`config.mk`:
```
export PLATFORM = sky130hd
export DESIGN_NAME = qnco_out
export DESIGN_NICKNAME = d
export VERILOG_FILES = /design/src/rtl/core/qnco_pkg.sv /design/src/rtl/core/qnco_out.sv
export SDC_FILE = /design/constraint.sdc
export NUM_CORES = 1
export LEC_CHECK = 0
export BUFFER_PORTS_ARGS = -buffer_cell sky130_fd_sc_hd__buf_4
export CAP_MARGIN = 25
export CORE_ASPECT_RATIO = 1.2
export CORE_MARGIN = 5
export CORE_UTILIZATION = 36
export DETAILED_ROUTE_END_ITERATION = 12
export GPL_TIMING_DRIVEN = 0
export SYNTH_ARGS = -nofsm -noshare
export SYNTH_HDL_FRONTEND = slang
export SYNTH_SLANG_ARGS = --single-unit
```
`constraint.sdc`:
```
create_clock -name clk -period 2.08 [get_ports clk]
set_clock_uncertainty 0.15 [all_clocks]
set_input_delay 0.416 -clock clk [delete_from_list [all_inputs] [get_ports clk]]
set_output_delay 0.416 -clock clk [all_outputs]
set_load 0.03 [all_outputs]
```
`src/rtl/core/qnco_pkg.sv`:
```
// Package for the quadrature oscillator: widths, command codes, CORDIC constants.
// Used by every module in rtl/core; depends on nothing.
package qnco_pkg;

	localparam int PHASE_BITS    = 32;
	localparam int OUT_BITS      = 16;
	localparam int SINCOS_STAGES = 16;

	localparam int ATAN_ENTRIES = 24;
	localparam int CORDIC_N     = (SINCOS_STAGES < ATAN_ENTRIES) ? SINCOS_STAGES : ATAN_ENTRIES;
	localparam int IDX_W        = (CORDIC_N > 1) ? $clog2(CORDIC_N) : 1;

	localparam int XY_W = 34;
	localparam int Z_W  = 34;

	localparam int SH_UP  = (PHASE_BITS > 32) ? PHASE_BITS - 32 : 0;
	localparam int SH_DN  = (PHASE_BITS < 32) ? 32 - PHASE_BITS : 0;
	localparam int RND_SH = 31 - OUT_BITS;

	typedef logic [63:0] wide_t;

	typedef enum logic [2:0] {
		CMD_STEP      = 3'd0,
		CMD_PEEK      = 3'd1,
		CMD_SET_PHASE = 3'd2,
		CMD_SET_FREQ  = 3'd3,
		CMD_ADD_FREQ  = 3'd4
	} cmd_t;

	localparam logic signed [XY_W-1:0] CORDIC_X0 = XY_W'(652032875);
	localparam logic signed [XY_W-1:0] RND_HALF  = XY_W'(64'd1 << (RND_SH - 1));
	localparam logic signed [XY_W-1:0] OUT_MAX   = XY_W'((64'd1 << (OUT_BITS - 1)) - 64'd1);
	localparam logic signed [XY_W-1:0] OUT_MIN   = -OUT_MAX - XY_W'(1);

	localparam logic [29:0] ATAN_TURNS [ATAN_ENTRIES] = '{
		30'd536870912, 30'd316933406, 30'd167458907, 30'd85004756, 30'd42667331,
		30'd21354465,  30'd10679838,  30'd5340245,   30'd2670163,  30'd1335087,
		30'd667544,    30'd333772,    30'd166886,    30'd83443,    30'd41722,
		30'd20861,     30'd10430,     30'd5215,      30'd2608,     30'd1304,
		30'd652,       30'd326,       30'd163,       30'd81
	};

	typedef struct packed {
		logic                   neg;
		logic signed [XY_W-1:0] x;
		logic signed [XY_W-1:0] y;
		logic signed [Z_W-1:0]  z;
	} cord_t;

	function automatic logic signed [Z_W-1:0] atan_at(input int k);
		return Z_W'(ATAN_TURNS[k]);
	endfunction

	function automatic logic [IDX_W-1:0] idx_at(input int k);
		return IDX_W'(k);
	endfunction

	function automatic logic [31:0] top32(input logic [PHASE_BITS-1:0] acc);
		wide_t w;
		w = wide_t'(acc);
		return 32'((w << SH_DN) >> SH_UP);
	endfunction

	function automatic logic [PHASE_BITS-1:0] align_in(input wide_t v);
		return PHASE_BITS'((v << SH_UP) >> SH_DN);
	endfunction

endpackage

```
`src/rtl/core/qnco_out.sv`:
```
// Output stage: round to the output width, undo the fold, saturate, hold the result item.
// Depends on qnco_pkg.
module qnco_out (
	input  logic                                clk,
	input  logic                                arst_n,
	input  logic                                up_valid,
	output logic                                up_ready,
	input  qnco_pkg::cord_t                     up_data,
	output logic                                res_valid,
	input  logic                                res_stall,
	output logic signed [qnco_pkg::OUT_BITS-1:0] cos_out,
	output logic signed [qnco_pkg::OUT_BITS-1:0] sin_out
);

	logic                                 vld_q;
	logic signed [qnco_pkg::OUT_BITS-1:0] cos_q;
	logic signed [qnco_pkg::OUT_BITS-1:0] sin_q;
	logic signed [qnco_pkg::XY_W-1:0]     xr;
	logic signed [qnco_pkg::XY_W-1:0]     yr;
	logic signed [qnco_pkg::XY_W-1:0]     xs;
	logic signed [qnco_pkg::XY_W-1:0]     ys;

	assign up_ready  = !vld_q || !res_stall;
	assign res_valid = vld_q;
	assign cos_out   = cos_q;
	assign sin_out   = sin_q;

	always_comb begin
		xr = (up_data.x + qnco_pkg::RND_HALF) >>> qnco_pkg::RND_SH;
		yr = (up_data.y + qnco_pkg::RND_HALF) >>> qnco_pkg::RND_SH;
		if (up_data.neg) begin
			xr = -xr;
			yr = -yr;
		end
		xs = xr;
		ys = yr;
		if (xr > qnco_pkg::OUT_MAX) begin
			xs = qnco_pkg::OUT_MAX;
		end else if (xr < qnco_pkg::OUT_MIN) begin
			xs = qnco_pkg::OUT_MIN;
		end
		if (yr > qnco_pkg::OUT_MAX) begin
			ys = qnco_pkg::OUT_MAX;
		end else if (yr < qnco_pkg::OUT_MIN) begin
			ys = qnco_pkg::OUT_MIN;
		end
	end

	always_ff @(posedge clk or negedge arst_n) begin
		if (!arst_n) begin
			vld_q <= 1'b0;
		end else if (up_ready) begin
			vld_q <= up_valid;
		end
	end

	always_ff @(posedge clk) begin
		if (up_ready && up_valid) begin
			cos_q <= qnco_pkg::OUT_BITS'(xs);
			sin_q <= qnco_pkg::OUT_BITS'(ys);
		end
	end

endmodule

```
==> out/metrics.yaml <==
cts_tree: "built"
synth_nets: 507
cts_buffer_depth: 2
cpMaxStageDelayCell: "or3_1"
grt_max_degree: 33
power.density_nw_per_um2: 473
synth_top_cell_by_area: "edfxtp_1"
routedWlPerCell_um: 15.5
gr-usage-all-layers_pct: 15.9
yosys_warnings: 0
clock-sinks: 33
slew_headroom_pct: 53.5
drc: 0
fin_crit_ns: 3.08
cts-root-buf: "clkbuf_16"
area_delta_synth_final_pct: 42.1
num_antenna_cells: 0
crit_end: "cos_out[7]"
grt-ovfl-total: 0
synth-xor-area-share_pct: 17.4
clkTransAtPathRegs_ns: 0.05
syn_area_um2: 3570
antenna_left: 0
drtIter0Drc: 93
syn_area_per_cell_um2: 9.03
ios: 141
synth_edf_count: 32
synthFlopType: "edfxtp_1"
synth-simple-area-share_pct: 25.0
path_class: "input port to register"
clock_latency_ns: 0.27
whs_path_depth: 2
crit_start: "up_data[83]"
power_leakage_nw: 1.88
hp-class: "input port to register"
drt_first_pass_iters: 4
critical_path.endpoint_type: "register"
synth_mux_area_share_pct: 1.47
wirelength_um: 9660
path_max_fanout: 5
cp-start-kind: "input port"
reg2reg_slack_ns: 0.46
ir_drop_mv: 0.334
die_y_um: 119
nNetsFinal: 612
fin_cells: 624
yosysUniqueCellTypes: 78
cap_violations: 0
syn_inst: 396
grt_pass1_wl_um: 16000
max_freq_mhz: 324
start_util_pct: 37.2
status: "complete, but fails checks"
slowest_delay_ns: 0.35
antenna_found_initial: 0
slew_violations: 0
setup_viol: 32
drive_above_1_share_pct: 45.7
cp.arrival_ns: 2.95
rows: 39
vias_per_cell: 5.34
synthAdderAreaFrac_pct: 1.40
grt_pass1_vias: 3281
min_from: "up_valid"
core_area_um2: 9610
tns_ns: -27.67
numCtsBuffers: 5
finalHoldViolations: 0
finalCritPeriodShare_pct: 148
dpl.hpwl_um: 7310
rsz0062_at_grt: "yes"
worst_pin_slew_ns: 0.697
vias: 3331
synth_seq_cells: 33
dieArea_um2: 12000
crit_chain: "buf_12 -> ha_4 -> buf_4 -> or3_1 -> a221oi_2 -> nand3_2 -> nor3b_4 -> mux2_4 -> o32ai_2 -> a21o_2 -> buf_6 -> o21ai_4"
required_ns: 1.95
gp_congestion: 0.799
cts.htree.levels: 2
failed_checks: "setup timing"
io_buffers: 66
dp_cells: 585
synth_area_leaders: "edfxtp_1 27%, xnor2_1 12%, xor2_1 5.6%"
r2r_cells: 2
r2r-end: "sin_out[6]"
async_reset_ff_share_pct: 3.03
final.fill_count: 863
synth.yosys.seq_area_share_pct: 27.6
fin_ws_ns: -1.00
synth_compound_area_share_pct: 21.2
die_w_um: 101
synth_top_area_share_pct: 26.9
synth_top_family_by_area: "simple AND/OR/NAND/NOR gates"
worstReg2RegStart: "res_valid"
==> kinds of logic (layout without fill, tap and decap cells) <==
group	count (synthesis)	count (layout)
buffers and inverters	36	141
AND/OR/NAND/NOR	146	146
AO/OA/AOI/OAI	101	101
multiplexers	5	5
adder cells (fa/ha/maj)	4	4
XOR/XNOR	71	71
flip-flops	33	33
==> metrics by stage <==
stage	setup WS, ns	hold slack (ns)	cell area, um^2	total power, mW	util (%)
after CTS	-1.03	0.183	4950	2.40	51.5
after global placement	-1.49	0.0421	4400	1.62	45.8
final	-1.00	0.189	5080	2.40	52.8
after global routing	-1.11	0.187	5080	2.52	52.8
after floorplan	-1.02	-0.0296	3750	1.38	-
after detailed placement	-1.53	0.0453	4400	1.63	45.8
==> cell usage in the layout (no fill, tap or decap), drive strengths merged, types with 4 or more instances in the layout <==
master  instances
clkbuf          8
a21oi          11
and3           12
a211oi          4
edfxtp         32
nand2          24
ha              4
xnor2          48
buf           122
and2            4
and4            5
or3             6
nor2           25
xor2           23
nand4          11
inv             9
o21ai          44
nor3           10
or2             4
nand3          20
a21boi          5
a31oi           9
nor4            6
nand2b          7
==> flip-flops by register name (all words and copies together), names as in the netlist <==
register   count
cos_out       16
res_valid      1
sin_out       16
==> synth_stat cells, drive strengths merged, types with 7 or more instances <==
master and n:
xnor2 48, o21ai 44, edfxtp 32, buf 25, nor2 25, nand2 24, xor2 23, nand3 20
and3 12, a21oi 11, nand4 11, nor3 10, a31oi 9, inv 9, nand2b 7
==> worst min path at each step <==
stage / to / slack (ns)
after detailed placement: res_valid / 0.05
after floorplan: res_valid / -0.03
after global routing: res_valid / 0.19
after CTS: res_valid / 0.18
final: res_valid / 0.19
after global placement: res_valid / 0.04
==> where the power goes <==
part	internal, mW	switching (mW)
Sequential	0.805	0.0171
Combinational	0.392	0.519
Clock	0.431	0.238
==> per-layer routing <==
| layer | vias to the layer above | share of wire [%] | GRT usage (%) |
|---|---|---|---|
| met5 | - | 0 | 0 |
| met1 | 1541 | 43 | 21.6 |
| met4 | 0 | 2.2 | 3.49 |
| met3 | 17 | 5.4 | 1.93 |
| met2 | 89 | 49 | 26.9 |
| li1 | 1684 | - | - |
==> critical path, delay by kind of cell <==
family / cells / cell delay [ns]
AO/OA/AOI/OAI: 4 / 0.86
adder cells (fa/ha/maj): 1 / 0.17
buffers and inverters: 3 / 0.39
multiplexers: 1 / 0.33
AND/OR/NAND/NOR: 3 / 0.78
==> layout make-up <==
| type | instances | area [um^2] | share of cell area, % |
|---|---|---|---|
| Sequential cell | 33 | 986 | 19.4 |
| Clock inverter | 1 | 3.75 | 0.0739 |
| Timing Repair Buffer | 100 | 841 | 16.6 |
| Inverter | 9 | 33.8 | 0.665 |
| Multi-Input combinational cell | 327 | 2750 | 54.1 |
| Buffer | 25 | 183 | 3.60 |
| Clock buffer | 6 | 129 | 2.54 |
| Tap cell | 123 | 154 | 3.03 |
==> what timing repair did <==
action                     in CTS  in global routing
cloned                          2                  0
pin swaps                      33                 12
hold buffers                    1                  0
resized for setup              43                 18
setup buffers                  24                  8
hold endpoints to repair        1                  0
setup endpoints to repair      32                 32
No activity file was read; power rests on OpenSTA's default activity.
