File: config.mk
export PLATFORM = sky130hd
export DESIGN_NAME = qnco_phase
export DESIGN_NICKNAME = d
export VERILOG_FILES = /design/src/rtl/core/qnco_pkg.sv /design/src/rtl/core/qnco_phase.sv
export SDC_FILE = /design/constraint.sdc
export NUM_CORES = 1
export LEC_CHECK = 0
export ABC_AREA = 1
export BUFFER_PORTS_ARGS = -buffer_cell sky130_fd_sc_hd__clkbuf_2
export CAP_MARGIN = 30
export CORE_MARGIN = 10
export CORE_UTILIZATION = 62
export CTS_CLUSTER_DIAMETER = 30
export DETAILED_ROUTE_END_ITERATION = 7
export PLACE_DENSITY = 0.88
export SYNTH_ARGS = -nofsm -noshare
export SYNTH_HDL_FRONTEND = slang
export SYNTH_SLANG_ARGS = --single-unit
File: constraint.sdc
create_clock -name clk -period 4.55 [get_ports clk]
set_input_delay 0 -clock clk [delete_from_list [all_inputs] [get_ports clk]]
set_output_delay 0 -clock clk [all_outputs]
set_load 0.005 [all_outputs]
File: src/rtl/core/qnco_pkg.sv
// Package for the quadrature oscillator: widths, command codes, CORDIC constants.
// Used by every module in rtl/core; depends on nothing.
package qnco_pkg;

	localparam int PHASE_BITS    = 32;
	localparam int OUT_BITS      = 16;
	localparam int SINCOS_STAGES = 16;

	localparam int ATAN_ENTRIES = 24;
	localparam int CORDIC_N     = (SINCOS_STAGES < ATAN_ENTRIES) ? SINCOS_STAGES : ATAN_ENTRIES;
	localparam int IDX_W        = (CORDIC_N > 1) ? $clog2(CORDIC_N) : 1;

	localparam int XY_W = 34;
	localparam int Z_W  = 34;

	localparam int SH_UP  = (PHASE_BITS > 32) ? PHASE_BITS - 32 : 0;
	localparam int SH_DN  = (PHASE_BITS < 32) ? 32 - PHASE_BITS : 0;
	localparam int RND_SH = 31 - OUT_BITS;

	typedef logic [63:0] wide_t;

	typedef enum logic [2:0] {
		CMD_STEP      = 3'd0,
		CMD_PEEK      = 3'd1,
		CMD_SET_PHASE = 3'd2,
		CMD_SET_FREQ  = 3'd3,
		CMD_ADD_FREQ  = 3'd4
	} cmd_t;

	localparam logic signed [XY_W-1:0] CORDIC_X0 = XY_W'(652032875);
	localparam logic signed [XY_W-1:0] RND_HALF  = XY_W'(64'd1 << (RND_SH - 1));
	localparam logic signed [XY_W-1:0] OUT_MAX   = XY_W'((64'd1 << (OUT_BITS - 1)) - 64'd1);
	localparam logic signed [XY_W-1:0] OUT_MIN   = -OUT_MAX - XY_W'(1);

	localparam logic [29:0] ATAN_TURNS [ATAN_ENTRIES] = '{
		30'd536870912, 30'd316933406, 30'd167458907, 30'd85004756, 30'd42667331,
		30'd21354465,  30'd10679838,  30'd5340245,   30'd2670163,  30'd1335087,
		30'd667544,    30'd333772,    30'd166886,    30'd83443,    30'd41722,
		30'd20861,     30'd10430,     30'd5215,      30'd2608,     30'd1304,
		30'd652,       30'd326,       30'd163,       30'd81
	};

	typedef struct packed {
		logic                   neg;
		logic signed [XY_W-1:0] x;
		logic signed [XY_W-1:0] y;
		logic signed [Z_W-1:0]  z;
	} cord_t;

	function automatic logic signed [Z_W-1:0] atan_at(input int k);
		return Z_W'(ATAN_TURNS[k]);
	endfunction

	function automatic logic [IDX_W-1:0] idx_at(input int k);
		return IDX_W'(k);
	endfunction

	function automatic logic [31:0] top32(input logic [PHASE_BITS-1:0] acc);
		wide_t w;
		w = wide_t'(acc);
		return 32'((w << SH_DN) >> SH_UP);
	endfunction

	function automatic logic [PHASE_BITS-1:0] align_in(input wide_t v);
		return PHASE_BITS'((v << SH_UP) >> SH_DN);
	endfunction

endpackage

File: src/rtl/core/qnco_phase.sv
// Phase and frequency registers, command decode and quadrant fold into the first cell.
// Depends on qnco_pkg.
module qnco_phase (
	input  logic                   clk,
	input  logic                   arst_n,
	input  logic                   cmd_valid,
	output logic                   cmd_stall,
	input  logic [2:0]             command,
	input  logic [31:0]            phase_value,
	input  logic signed [31:0]     freq_value,
	output logic                   dn_valid,
	input  logic                   dn_ready,
	output qnco_pkg::cord_t        dn_data
);

	logic [qnco_pkg::PHASE_BITS-1:0] phase_q;
	logic [qnco_pkg::PHASE_BITS-1:0] freq_q;
	logic                            vld_s1;
	qnco_pkg::cord_t                 ent_s1;
	qnco_pkg::cord_t                 ent_nxt;
	logic                            ready;
	logic                            take;
	logic [31:0]                     ang;
	logic [31:0]                     ang_f;
	logic                            fold;
	logic [qnco_pkg::PHASE_BITS-1:0] ph_al;
	logic [qnco_pkg::PHASE_BITS-1:0] fr_al;

	assign ready     = !vld_s1 || dn_ready;
	assign cmd_stall = !ready;
	assign take      = cmd_valid && ready;
	assign dn_valid  = vld_s1;
	assign dn_data   = ent_s1;

	assign ph_al = qnco_pkg::align_in(qnco_pkg::wide_t'(phase_value));
	assign fr_al = qnco_pkg::align_in({{32{freq_value[31]}}, freq_value});

	// fold quadrants 1 and 2 by half a turn
	always_comb begin
		ang           = qnco_pkg::top32(phase_q);
		fold          = (ang[31:30] == 2'b01) || (ang[31:30] == 2'b10);
		ang_f         = {ang[31] ^ fold, ang[30:0]};
		ent_nxt.neg   = fold;
		ent_nxt.x     = qnco_pkg::CORDIC_X0;
		ent_nxt.y     = '0;
		ent_nxt.z     = {{(qnco_pkg::Z_W-32){ang_f[31]}}, ang_f};
	end

	always_ff @(posedge clk or negedge arst_n) begin
		if (!arst_n) begin
			phase_q <= '0;
			freq_q  <= '0;
			vld_s1  <= 1'b0;
		end else begin
			if (ready) begin
				vld_s1 <= cmd_valid;
			end
			if (take) begin
				case (command)
					qnco_pkg::CMD_STEP:      phase_q <= phase_q + freq_q;
					qnco_pkg::CMD_PEEK:      phase_q <= phase_q;
					qnco_pkg::CMD_SET_PHASE: phase_q <= ph_al;
					qnco_pkg::CMD_SET_FREQ:  freq_q  <= fr_al;
					qnco_pkg::CMD_ADD_FREQ:  freq_q  <= freq_q + fr_al;
					default:                 phase_q <= phase_q;
				endcase
			end
		end
	end

	always_ff @(posedge clk) begin
		if (take) begin
			ent_s1 <= ent_nxt;
		end
	end

endmodule

==> flow_summary_export.csv <==
group,metric,value,unit
status,outcome,"finished with violations",
status,violations,"hold timing",
sta,tns,0,ns
die,ios,176,
die,start_util,0.635,
detailed_routing,routed_via_density,5.13,
die,die_w,143,µm
critical_path,critical_path.max_fanout,20,
sta,period_share,0.519,
yosys,synth.avg_cell_area,6.18,µm²
detailed_routing,drt_iter0_markers,800,
finish,design_area,0.0105,mm²
pwr,vdd_drop_max,0.229,mV
detailed_routing,wl_met2,12.1,mm
critical_path,path_cells,"nand2_1 > inv_1 > nor2_4 > nand3_1 > inv_2 > o21ai_0 > a21oi_1 > a21oi_1",
sta,finClkSkew,0.0102,ns
die,die_area,0.0203,mm²
die,placeableCoreArea,0.0146,mm²
yosys,yosys_warnings,0,
finish,areaGrowthSynthToFinish,12.6,%
placement,placed_cells_incl_taps,1772,
detailed_routing,vias,9424,
sta,grt_setup_unrepaired,"no",
finish,final_cells,1836,
detailed_routing,dr.pass1.iters,6,
pwr,leakage,6.22,nW
clocking,cts_tree,"done",
global_route,globalRouteOverflowTotal,0,
critical_path,crit_type,"reg2reg",
sta,tightestPinTransition,0.945,ns
finish,drive_above_1_share,0.0885,
clocking,cts.sinks,98,
pwr,finalPower,0.00557,W
detailed_routing,highest_layer,"met4",
clocking,clk_path_buf_depth,2,
critical_path,critPathCaptureType,"flip-flop",
yosys,seq_area_frac_synth,0.281,
sta,hold_slack,-0.000266,ns
detailed_routing,ant_nets,0,
clocking,clk_pin_slew,0.07,ns
clocking,numCtsBuffers,9,
critical_path,crit_top_cell,"a21oi_1",
detailed_routing,met3RoutedLength,2.32,mm
pwr,power_density,531,mW/mm²
sta,slew_violations,0,
detailed_routing,wl_met1,11.0,mm
detailed_routing,drt_wl_total,26.2,mm
yosys,synth-seq-cells,98,
finish,final_common_cell,"nand2_1",
yosys,syn_area,0.00930,mm²
placement,hpwl,20.7,mm
die,placementRows,44,
global_route,grt_use_total,0.256,
critical_path,critical-path-max-stage-delay,0.65,ns
critical_path,cp_data_required_time,4.78,ns
global_route,grt_pass1_wl,42.4,mm
detailed_routing,drc,0,
sta,fmax,0.424,GHz
placement,dpl_cell_area,0.00970,mm²
sta,slew_headroom,0.370,
finish,final_cell_mix,"nand2_1, inv_1, nor2_1",
sta,min_period,2.36,ns
sta,setup_viol,0,
finish,nets,1780,
die,die_h,143,µm
critical_path,slowest_stage,"nand3_1",
clocking,clock_latency,0.36,ns
yosys,synthCells,1505,
critical_path,cp.arrival,2.59,ns
global_route,grt_pass1_vias,9006,
placement,gp_congestion,0.973,
global_route,antenna_found_initial,2,
placement,io_buffer_count,107,
yosys,ys_types,34,
sta,finalHoldViolCount,1,
critical_path,startpoint_type,"flip-flop",
global_route,grt_max_degree,48,
clocking,cts-root-buf,"clkbuf_16",
detailed_routing,routedWlPerCell,14.3,µm
worst_hold_path,hold_path_class,"in2reg",
clocking,htreeDepth,3,
run,maxCapViolations,0,
## where the power goes
part / leakage [nW] / internal, W / total, W / switching [W]
Clock: 0.150 / 0.000437 / 0.000804 / 0.000367
Sequential: 1.12 / 0.00123 / 0.00152 / 0.000290
Combinational: 4.95 / 0.00118 / 0.00325 / 0.00207
Total: 6.22 / 0.00284 / 0.00557 / 0.00273
## critical path, delay by kind of cell, from the launching register on
kind,cells,cell delay [ns]
AO/OA/AOI/OAI,3,0.39
buffers and inverters,2,0.62
flip-flops,1,0.39
AND/OR/NAND/NOR,3,0.84
## sequential cells by signal, summed over array words and instances (netlist names)
register and count:
dn_data 33, ang 32, freq_q 32, dn_valid 1
## path summary, 6_finish.rpt
path                                 startpoint                    end  slack (ns)  cells after the start
max                        dn_valid$_DFFE_PN0N_     ang[2]$_DFFE_PN0P_        2.19                      8
min reg2reg                 ang[28]$_DFFE_PN0P_  dn_data[28]$_DFFE_PP_        0.50                      0
max reg2reg                dn_valid$_DFFE_PN0N_     ang[2]$_DFFE_PN0P_        2.19                      8
min in group asynchronous                arst_n  freq_q[5]$_DFFE_PN0P_        0.32                      2
max in group asynchronous                arst_n    ang[16]$_DFFE_PN0P_        3.27                      3
min                             phase_value[23]    ang[23]$_DFFE_PN0P_     -0.0003                      5
## stage by stage
stage	setup slack (ns)	util
global placement	2.34	0.662
detailed placement	2.26	0.662
finish	2.19	0.715
CTS	2.26	0.714
floorplan	2.59	-
global route	1.96	0.715
## per-layer routing
metal / global-route usage / vias to the layer above
li1: - / 4764
met1: 0.323 / 4207
met2: 0.433 / 406
met3: 0.0424 / 47
met4: 0.0917 / 0
met5: 0 / -
## timing repair
item | in CTS | in global routing
hold buffers | 45 | 1
hold endpoints to repair | 80 | 1
setup buffers | 0 | 0
resized for setup | 0 | 0
## cells in the mapped netlist, drive strengths merged
cell	number	area, µm²
nor3	9	66.3
nand3b	4	30.0
nand4	3	18.8
and3	1	6.26
fa	2	40.0
o211ai	7	52.6
edfxtp	33	991
and2	6	37.5
xnor2	10	87.6
dfrtp	65	1630
nand3	77	400
a21oi	68	340
o21bai	3	22.5
a21o	2	15.0
a31oi	3	18.8
o21ai	33	176
nand2	589	2220
conb	2	7.51
nor2	171	649
xor2	18	158
ha	62	776
inv	242	908
buf	85	617
clkbuf	10	37.5
## cell type report
cell class / count / area [µm²]
timing repair buffer: 158 / 1030
inverter: 242 / 908
sequential: 98 / 2620
multi-input combinational: 1136 / 5370
clock inverter: 7 / 86.3
antenna: 2 / 5.00
tap: 184 / 230
fill: 1264 / 4170
clock buffer: 9 / 225
## logic make-up after synthesis
logic type	Yosys count	synth area share
and+or+nand+nor	860	0.369
other	2	0.000807
buffers and inverters	337	0.168
xor gates and xnor gates	28	0.0264
DFF	98	0.281
adders and majority gates	64	0.0877
AOI/OAI and AO/OA	116	0.0672
Power figures use the tool's default switching activity.
