### src/rtl/core/qnco_pkg.sv
// Package for the quadrature oscillator: widths, command codes, CORDIC constants.
// Used by every module in rtl/core; depends on nothing.
package qnco_pkg;

	localparam int PHASE_BITS    = 32;
	localparam int OUT_BITS      = 16;
	localparam int SINCOS_STAGES = 16;

	localparam int ATAN_ENTRIES = 24;
	localparam int CORDIC_N     = (SINCOS_STAGES < ATAN_ENTRIES) ? SINCOS_STAGES : ATAN_ENTRIES;
	localparam int IDX_W        = (CORDIC_N > 1) ? $clog2(CORDIC_N) : 1;

	localparam int XY_W = 34;
	localparam int Z_W  = 34;

	localparam int SH_UP  = (PHASE_BITS > 32) ? PHASE_BITS - 32 : 0;
	localparam int SH_DN  = (PHASE_BITS < 32) ? 32 - PHASE_BITS : 0;
	localparam int RND_SH = 31 - OUT_BITS;

	typedef logic [63:0] wide_t;

	typedef enum logic [2:0] {
		CMD_STEP      = 3'd0,
		CMD_PEEK      = 3'd1,
		CMD_SET_PHASE = 3'd2,
		CMD_SET_FREQ  = 3'd3,
		CMD_ADD_FREQ  = 3'd4
	} cmd_t;

	localparam logic signed [XY_W-1:0] CORDIC_X0 = XY_W'(652032875);
	localparam logic signed [XY_W-1:0] RND_HALF  = XY_W'(64'd1 << (RND_SH - 1));
	localparam logic signed [XY_W-1:0] OUT_MAX   = XY_W'((64'd1 << (OUT_BITS - 1)) - 64'd1);
	localparam logic signed [XY_W-1:0] OUT_MIN   = -OUT_MAX - XY_W'(1);

	localparam logic [29:0] ATAN_TURNS [ATAN_ENTRIES] = '{
		30'd536870912, 30'd316933406, 30'd167458907, 30'd85004756, 30'd42667331,
		30'd21354465,  30'd10679838,  30'd5340245,   30'd2670163,  30'd1335087,
		30'd667544,    30'd333772,    30'd166886,    30'd83443,    30'd41722,
		30'd20861,     30'd10430,     30'd5215,      30'd2608,     30'd1304,
		30'd652,       30'd326,       30'd163,       30'd81
	};

	typedef struct packed {
		logic                   neg;
		logic signed [XY_W-1:0] x;
		logic signed [XY_W-1:0] y;
		logic signed [Z_W-1:0]  z;
	} cord_t;

	function automatic logic signed [Z_W-1:0] atan_at(input int k);
		return Z_W'(ATAN_TURNS[k]);
	endfunction

	function automatic logic [IDX_W-1:0] idx_at(input int k);
		return IDX_W'(k);
	endfunction

	function automatic logic [31:0] top32(input logic [PHASE_BITS-1:0] acc);
		wide_t w;
		w = wide_t'(acc);
		return 32'((w << SH_DN) >> SH_UP);
	endfunction

	function automatic logic [PHASE_BITS-1:0] align_in(input wide_t v);
		return PHASE_BITS'((v << SH_UP) >> SH_DN);
	endfunction

endpackage

### src/rtl/core/qnco_cell.sv
// One CORDIC rotation cell with its own valid/ready slot.
// Depends on qnco_pkg; stage index and arctangent come in as tied-off inputs.
module qnco_cell (
	input  logic                             clk,
	input  logic                             arst_n,
	input  logic [qnco_pkg::IDX_W-1:0]       stage,
	input  logic signed [qnco_pkg::Z_W-1:0]  atan,
	input  logic                             up_valid,
	output logic                             up_ready,
	input  qnco_pkg::cord_t                  up_data,
	output logic                             dn_valid,
	input  logic                             dn_ready,
	output qnco_pkg::cord_t                  dn_data
);

	logic                              vld_q;
	qnco_pkg::cord_t                   cord_q;
	qnco_pkg::cord_t                   nxt;
	logic signed [qnco_pkg::XY_W-1:0]  xi;
	logic signed [qnco_pkg::XY_W-1:0]  yi;
	logic signed [qnco_pkg::XY_W-1:0]  x_sh;
	logic signed [qnco_pkg::XY_W-1:0]  y_sh;

	assign up_ready = !vld_q || dn_ready;
	assign dn_valid = vld_q;
	assign dn_data  = cord_q;

	always_comb begin
		xi      = up_data.x;
		yi      = up_data.y;
		x_sh    = xi >>> stage;
		y_sh    = yi >>> stage;
		nxt.neg = up_data.neg;
		if (!up_data.z[qnco_pkg::Z_W-1]) begin
			nxt.x = xi - y_sh;
			nxt.y = yi + x_sh;
			nxt.z = up_data.z - atan;
		end else begin
			nxt.x = xi + y_sh;
			nxt.y = yi - x_sh;
			nxt.z = up_data.z + atan;
		end
	end

	always_ff @(posedge clk or negedge arst_n) begin
		if (!arst_n) begin
			vld_q <= 1'b0;
		end else if (up_ready) begin
			vld_q <= up_valid;
		end
	end

	always_ff @(posedge clk) begin
		if (up_ready && up_valid) begin
			cord_q <= nxt;
		end
	end

endmodule

### config.mk
export PLATFORM = sky130hd
export DESIGN_NAME = qnco_cell
export DESIGN_NICKNAME = d
export VERILOG_FILES = /design/src/rtl/core/qnco_pkg.sv /design/src/rtl/core/qnco_cell.sv
export SDC_FILE = /design/constraint.sdc
export NUM_CORES = 1
export LEC_CHECK = 0
export BUFFER_PORTS_ARGS = -buffer_cell sky130_fd_sc_hd__buf_2
export CORE_MARGIN = 10
export CORE_UTILIZATION = 50
export DETAILED_ROUTE_END_ITERATION = 12
export PLACE_DENSITY = 0.72
export SYNTH_ARGS = -nofsm -noshare
export SYNTH_HDL_FRONTEND = slang
export SYNTH_SLANG_ARGS = --single-unit
export TNS_END_PERCENT = 30
### constraint.sdc
create_clock -name clk -period 6.1 [get_ports clk]
set_input_delay 1.22 -clock clk [delete_from_list [all_inputs] [get_ports clk]]
set_output_delay 1.22 -clock clk [all_outputs]
set_load 0.01 [all_outputs]
==> results of run 1 <==
## cells in the final DEF, fill, tap and decap left out, types with 5 or more instances in the layout
master,n
a31oi_1,27
nand2b_1,24
nor2_1,123
buf_2,247
o21bai_1,17
nor3_1,35
nor2b_1,16
mux2i_1,35
mux4_1,5
a41oi_1,6
o21a_1,15
mux2_2,21
and3_1,13
nor4_1,8
o21ai_0,83
xor2_1,74
inv_1,50
a21oi_1,165
mux4_2,75
edfxtp_1,103
and2_1,9
ha_1,101
nand2_1,133
a211oi_1,13
clkbuf_16,9
xnor2_1,112
nand4_1,5
a21o_1,45
buf_4,260
nand3_1,24
o31ai_1,5
o211ai_1,6
## cell families (layout without fill, tap and decap cells)
family / after synthesis / count (layout) / synth area share
mux: 136 / 136 / 0.1787
buf+inv: 117 / 583 / 0.03703
flops: 104 / 104 / 0.2307
other cells: 0 / 4 / 0
xor+xnor: 186 / 186 / 0.1205
simple gates: 413 / 413 / 0.1415
fa+ha+maj: 105 / 105 / 0.09888
compound gates: 426 / 426 / 0.1927
## worst max-delay path by stage
stage                     startpoint     endpoint  slack [ns]
final                       stage[0]  dn_data[67]        0.25
after CTS                   stage[0]  dn_data[67]        0.07
after floorplan             stage[1]  dn_data[97]        0.02
after global placement      stage[0]  dn_data[66]       -0.24
after detailed placement    stage[0]  dn_data[67]       -0.33
after global routing        stage[1]  dn_data[97]       0.004
## registers in the layout (all words and copies together) (netlist names)
register  flops
dn_data     103
dn_valid      1
## power breakdown
part	switching, mW	total (mW)	leakage, nW	internal [mW]
sequential	0.0329	1.04	0.991	1.00
clock	0.318	0.606	0.141	0.288
combinational	1.16	2.25	6.63	1.09
total	1.51	3.89	7.76	2.38
## critical path, stage by stage
cell	delay, ns
buf_8	0.17
buf_4	0.17
mux4_2	0.51
mux4_2	0.55
or2_2	0.34
nor3b_4	0.24
and2_4	0.19
and3_4	0.19
a31oi_1	0.10
xor2_1	0.18
ha_1	0.31
buf_4	0.16
a21oi_1	0.13
nor2b_1	0.07
o41a_1	0.32
a31oi_1	0.21
o21ai_0	0.10
a21o_1	0.19
a2111oi_1	0.37
o21ba_2	0.22
xnor2_1	0.06
## through the flow
stage          TNS [ns]  std cells  setup WS, ns  cell area, um2  hold slack, ns
6_report              0       2298        0.2499           17290          0.5450
5_1_grt               0       2297      0.003580           17280          0.5873
4_1_cts               0       2294       0.06532           17240          0.5441
3_5_place_dp     -2.029       2278       -0.3274           16950          0.5199
3_3_place_gp     -1.270       2278       -0.2449           16950          0.5034
2_1_floorplan         0       1487       0.01822           13530          0.6221
## metal layers
metal,up-vias,wire (um)
met3,75,3626
met5,-,13
met2,561,20950
met1,6417,17940
met4,2,903
li1,6499,-
## layout make-up
cell class | count | share of cell area
Multi-Input combinational cell | 1266 | 0.5739
Timing Repair Buffer | 516 | 0.1925
Sequential cell | 104 | 0.1804
Tap cell | 341 | 0.02468
Clock buffer | 9 | 0.01303
Inverter | 51 | 0.01107
Clock inverter | 7 | 0.003836
Antenna cell | 4 | 0.0005790
## timing repair
| item | 4_1_cts | 5_1_grt |
|---|---|---|
| setup buffers | 0 | 0 |
| endpoints found under the setup margin | 1 | 12 |
| pin swaps | 0 | 1 |
| gates resized for setup | 1 | 14 |
==> metrics.md, run 1 <==
| Metric | Value |
|---|---|
| DRC Markers | `0` |
| Vias in the first global route | `~14000` |
| Final ANT Viol Nets | `0` |
| Grt met3 use | `0.05218` |
| Core area | `26800 um2` |
| Via-to-Cell Ratio | `about 5.9` |
| R2r startpoint | `dn_valid` |
| First-pass GRT wire length | `roughly 70000 um` |
| Crit path max fanout | `16` |
| Die footprint | `between 30000 and 40000 um2` |
| Reg2Reg Setup Slack | `approximately 3.9 ns` |
| CTS max path bufs | `2` |
| Share of cells above drive strength 1 | `0.3313` |
| Hold endpoint | `dn_valid` |
| # setup viols final | `0` |
| Ys flop type | `edfxtp_1` |
| Max_cap viols | `0` |
| Iter 0 DRT Violations | `1117` |
| Most frequent cell after synthesis | `a21oi_1` |
| Final hold viol count | `0` |
| H-tree depth | `3` |
| IO Count | `250` |
| Root Driver | `clkbuf_16` |
| Placer congestion estimate | `between 0.9 and 1` |
| Vias | `13554` |
| TritonCTS clock tree | `built` |
| Pwr per Cell Area | `225.0 nW/um2` |
| Yosys cell types | `73` |
| Status | `finished, final reports clean` |
| GR peak layer | `met2` |
| Tightest Pin Transition | `roughly 0.78 ns` |
| Synth Cell Area | `13510 um2` |
| TritonCTS Buffers | `9` |
| Synth Register Bits | `104` |
| Register area | `3118 um2` |
| Total gr overflow | `0` |
| DR WL/cell | `18.90 um` |
| Chip width | `around 180 um` |
| Clk slew on worst S/H paths | `approximately 0.09 ns` |
| Global Route met1 Usage | `0.3042` |
| Register area share after synthesis | `0.2307` |
| Total Routing Usage GR | `0.2465` |
| Clock sink total | `between 100 and 150` |
| WS Path Type | `input pin to flop` |
| Synth warn | `0` |
| Final min period | `a little under 6 ns` |
| FF-to-FF path depth | `3` |
| Worst Path Arrival | `between 5 and 6 ns` |
| Top post-synthesis cells by area | `edfxtp_1 (23%), mux4_2 (12%), ha_1 (9.4%)` |
| Row count | `60` |
| Syn avg cell area | `around 9 um2` |
| Core Util, Final | `0.6450` |
| Leading area contributor after synthesis | `edfxtp_1` |
| Design Power | `3.890 mW` |
| Max Transition Viols Final | `0` |
| Period utilization | `0.9590` |
| Post-synth EDFFs | `just over 100` |
| Clk_skew | `0.01284 ns` |
| IO Port Bufs | `~250` |
| Multi-input logic area | `roughly 10000 um2` |
| Clock latency on the worst-skew pair | `between 0.3 and 0.4 ns` |
| Rel. slew slack | `0.4799` |
| Worst min path class | `flop to flop` |
| Starting Density | `0.5042` |
| Synth top cells by count | `a21oi_1 (166), nand2_1 (133), nor2_1 (125)` |
| Critical Path Sink Type | `flop` |
| RSZ-0062 raised after global routing | `no` |
| Worst-case vdd ir drop | `roughly 160 uV` |
| Cts hold-fix bufs | `0` |
| Syn nets | `approximately 1700` |
| Worst Path Required | `between 6 and 7 ns` |
| Fmax | `roughly 0.17 GHz` |
| HPWL after DPL | `around 35000 um` |
| Initial antenna violation count | `4` |
| Vert. Die Dim | `~180 um` |
| Hold depth | `2` |
| Gate Count Post-Synth | `1487` |
| Fin nets | `about 2200` |
| Area delta synth->final | `27.91%` |
| Startpoint class of the critical path | `input pin` |
| LEAKAGE | `7.758 nW` |
| Worst R2R End | `dn_data[90]` |
| Ys async rst share | `0.009615` |
| Hold path start | `dn_valid` |
| DRT Pass-1 Iters | `6` |
| Fillers | `about 2300` |
| Share of the synthesized area in the top cell type | `0.2289` |
| Largest net degree at the start of global routing | `76` |
| Routed WL | `roughly 43000 um` |
| Grt met2 use | `0.4228` |
Power figures use the tool's default switching activity.
==> run 2, diff against run 1 <==
Settings changed: RECOVER_POWER set to 100.
==> metrics.md, run 2 (synthesis gave the netlist of run 1 again) <==
| Metric | Value |
|---|---|
| IO Count | `250` |
| Max reg flops | `approximately 100` |
| Total Routing Usage GR | `0.2465` |
| Placer congestion estimate | `~0.94` |
| Commonest non-fill, non-tap cell in the layout | `buf_4` |
| Largest net degree at the start of global routing | `76` |
| First-pass GRT wire length | `a little under 70000 um` |
| Startpoint class of the critical path | `input pin` |
| Share of cells above drive strength 1 | `0.2678` |
| Hold depth | `2` |
| Fin nets | `around 2200` |
| Clk slew on worst S/H paths | `roughly 0.090 ns` |
| WP depth | `21` |
| Crit path max fanout | `16` |
| Max Transition Viols Final | `106` |
| Starting Density | `0.5042` |
| Total gr overflow | `0` |
| TritonCTS clock tree | `built` |
| DP Area | `16950 um2` |
| Final Instance Area | `around 17000 um2` |
| Critical Path Sink Type | `flop` |
| Core area | `26800 um2` |
| Period utilization | `0.9584` |
| # setup viols final | `0` |
| Tightest Pin Transition | `3.005 ns` |
| Worst path top cell family by delay | `compound AO/OA/AOI/OAI gates` |
| Initial antenna violation count | `4` |
| Die footprint | `about 34000 um2` |
| Worst-case vdd ir drop | `around 160 uV` |
| Vias | `approximately 14000` |
| IO Port Bufs | `about 250` |
| Status | `complete, but fails checks` |
| Root Driver | `clkbuf_16` |
| Fmax | `roughly 0.17 GHz` |
| Pwr per Cell Area | `roughly 220 nW/um2` |
| Row count | `60` |
| DRT Pass-1 Iters | `6` |
| Final ANT Viol Nets | `0` |
| Clock latency on the worst-skew pair | `between 0.3 and 0.4 ns` |
| Clock sink total | `~100` |
| Crit path largest cell delay | `between 0.5 and 0.6 ns` |
| TritonCTS Buffers | `9` |
| Worst Path Arrival | `5.98 ns` |
| Final worst slack | `approximately 0.25 ns` |
| Worst min path class | `flop to flop` |
| Violated checks | `max-capacitance violations, max-slew violations` |
| Final hold viol count | `0` |
| CTS max path bufs | `2` |
| H-tree depth | `3` |
| Most frequent cells in the layout | `buf_4 (242), a21oi_1 (166), buf_2 (139), nand2_1 (133), nor2_1 (123)` |
| Rel. slew slack | `-1.003` |
| Slowest CP cell | `mux4_2` |
| Iter 0 DRT Violations | `about 1200` |
| Vert. Die Dim | `about 180 um` |
| Routed WL | `43470 um` |
| Worst Path Required | `6.23 ns` |
| Design Power | `just under 4 mW` |
| DR WL/cell | `between 15 and 20 um` |
| WS Path Type | `input pin to flop` |
| HPWL after DPL | `around 35000 um` |
| DRC Markers | `0` |
| Worst path bufs/invs | `3` |
| Chip width | `184.4 um` |
| Area delta synth->final | `26.47%` |
| LEAKAGE | `7.417 nW` |
| Max_cap viols | `2` |
| Via-to-Cell Ratio | `5.919` |
| DP Worst Slack | `-0.3274 ns` |
| Fillers | `roughly 2400` |
| FF-to-FF path depth | `3` |
| Clk_skew | `0.01005 ns` |
| RSZ-0062 raised after global routing | `no` |
| CP Cell Sequence | `buf_8 > buf_4 > mux4_2 > mux4_2 > or2_2 > nor3b_4 > and2_4 > and3_1 > a31oi_1 > xor2_1 > ha_1 > buf_4 > a21oi_1 > nor2b_1 > o41a_1 > a31oi_1 > o21ai_0 > a21o_1 > a2111oi_1 > o21ba_2 > xnor2_1` |
| Final min period | `5.846 ns` |
| Vias in the first global route | `~14000` |
-- run 2: cell count changes in the layout (fill, tap and decap cells not counted), moves of 2 or more --
cell,change
buf_4,-18
and2_1,-2
clkbuf_4,+6
and2_0,+3
buf_2,-108
clkbuf_1,+119
-- run 2: area by class of cell --
class | count | area (um2) | share of cell area
clock buffers | 9 | 225.2 | 0.01318
multi-input cells | 1266 | 9907 | 0.5796
diodes | 3 | 7.507 | 0.0004392
flip-flops and latches | 104 | 3118 | 0.1824
well taps | 341 | 426.7 | 0.02496
clock inverters | 7 | 66.31 | 0.003880
inverters | 51 | 191.4 | 0.01120
repair buffers | 516 | 3149 | 0.1843
-- run 2: path summary, 6_finish.rpt --
kind | to | from | slack (ns)
worst min register to register | dn_valid | dn_valid | 0.54
worst max-delay path | dn_data[67] | stage[0] | 0.25
worst min-delay path | dn_valid | dn_valid | 0.54
max in group asynchronous | dn_valid | arst_n | 5.41
worst max register to register | dn_data[90] | dn_valid | 1.59
min in group asynchronous | dn_valid | arst_n | 0.61
-- run 2: power by group --
part           internal [mW]  leakage, nW  switching [mW]
sequential              1.01        0.991          0.0369
combinational           1.04         6.29            1.16
clock                  0.288        0.141           0.315
total                   2.33         7.42            1.51
-- run 2: worst min-delay path, stage by stage (launching register included) --
cell and delay [ns]:
dfrtp_1 0.35, nand2b_1 0.09, nand2b_1 0.08
-- run 2: layer usage --
metal,vias to the layer above,share of wire,GRT usage
met5,-,0.00030,0
met2,574,0.48,0.4228
met4,2,0.022,0.07145
met3,83,0.083,0.05218
met1,6436,0.41,0.3042
li1,6502,-,-
-- run 2: through the flow --
step | setup TNS [ns] | std cells | hold WS (ns) | utilization
floorplan | 0 | 1487 | 0.6221 | -
CTS | 0 | 2294 | 0.5441 | 0.6432
global placement | -1.270 | 2278 | 0.5034 | 0.6323
global route | 0 | 2297 | 0.5886 | 0.6377
detailed placement | -2.029 | 2278 | 0.5199 | 0.6323
finish | 0 | 2297 | 0.5445 | 0.6377
-- run 2: repair_timing --
item	CTS	global route
setup endpoints to repair	1	12
hold buffers	0	0
pin swaps	0	1
resized for setup	1	14
buffers inserted	0	0
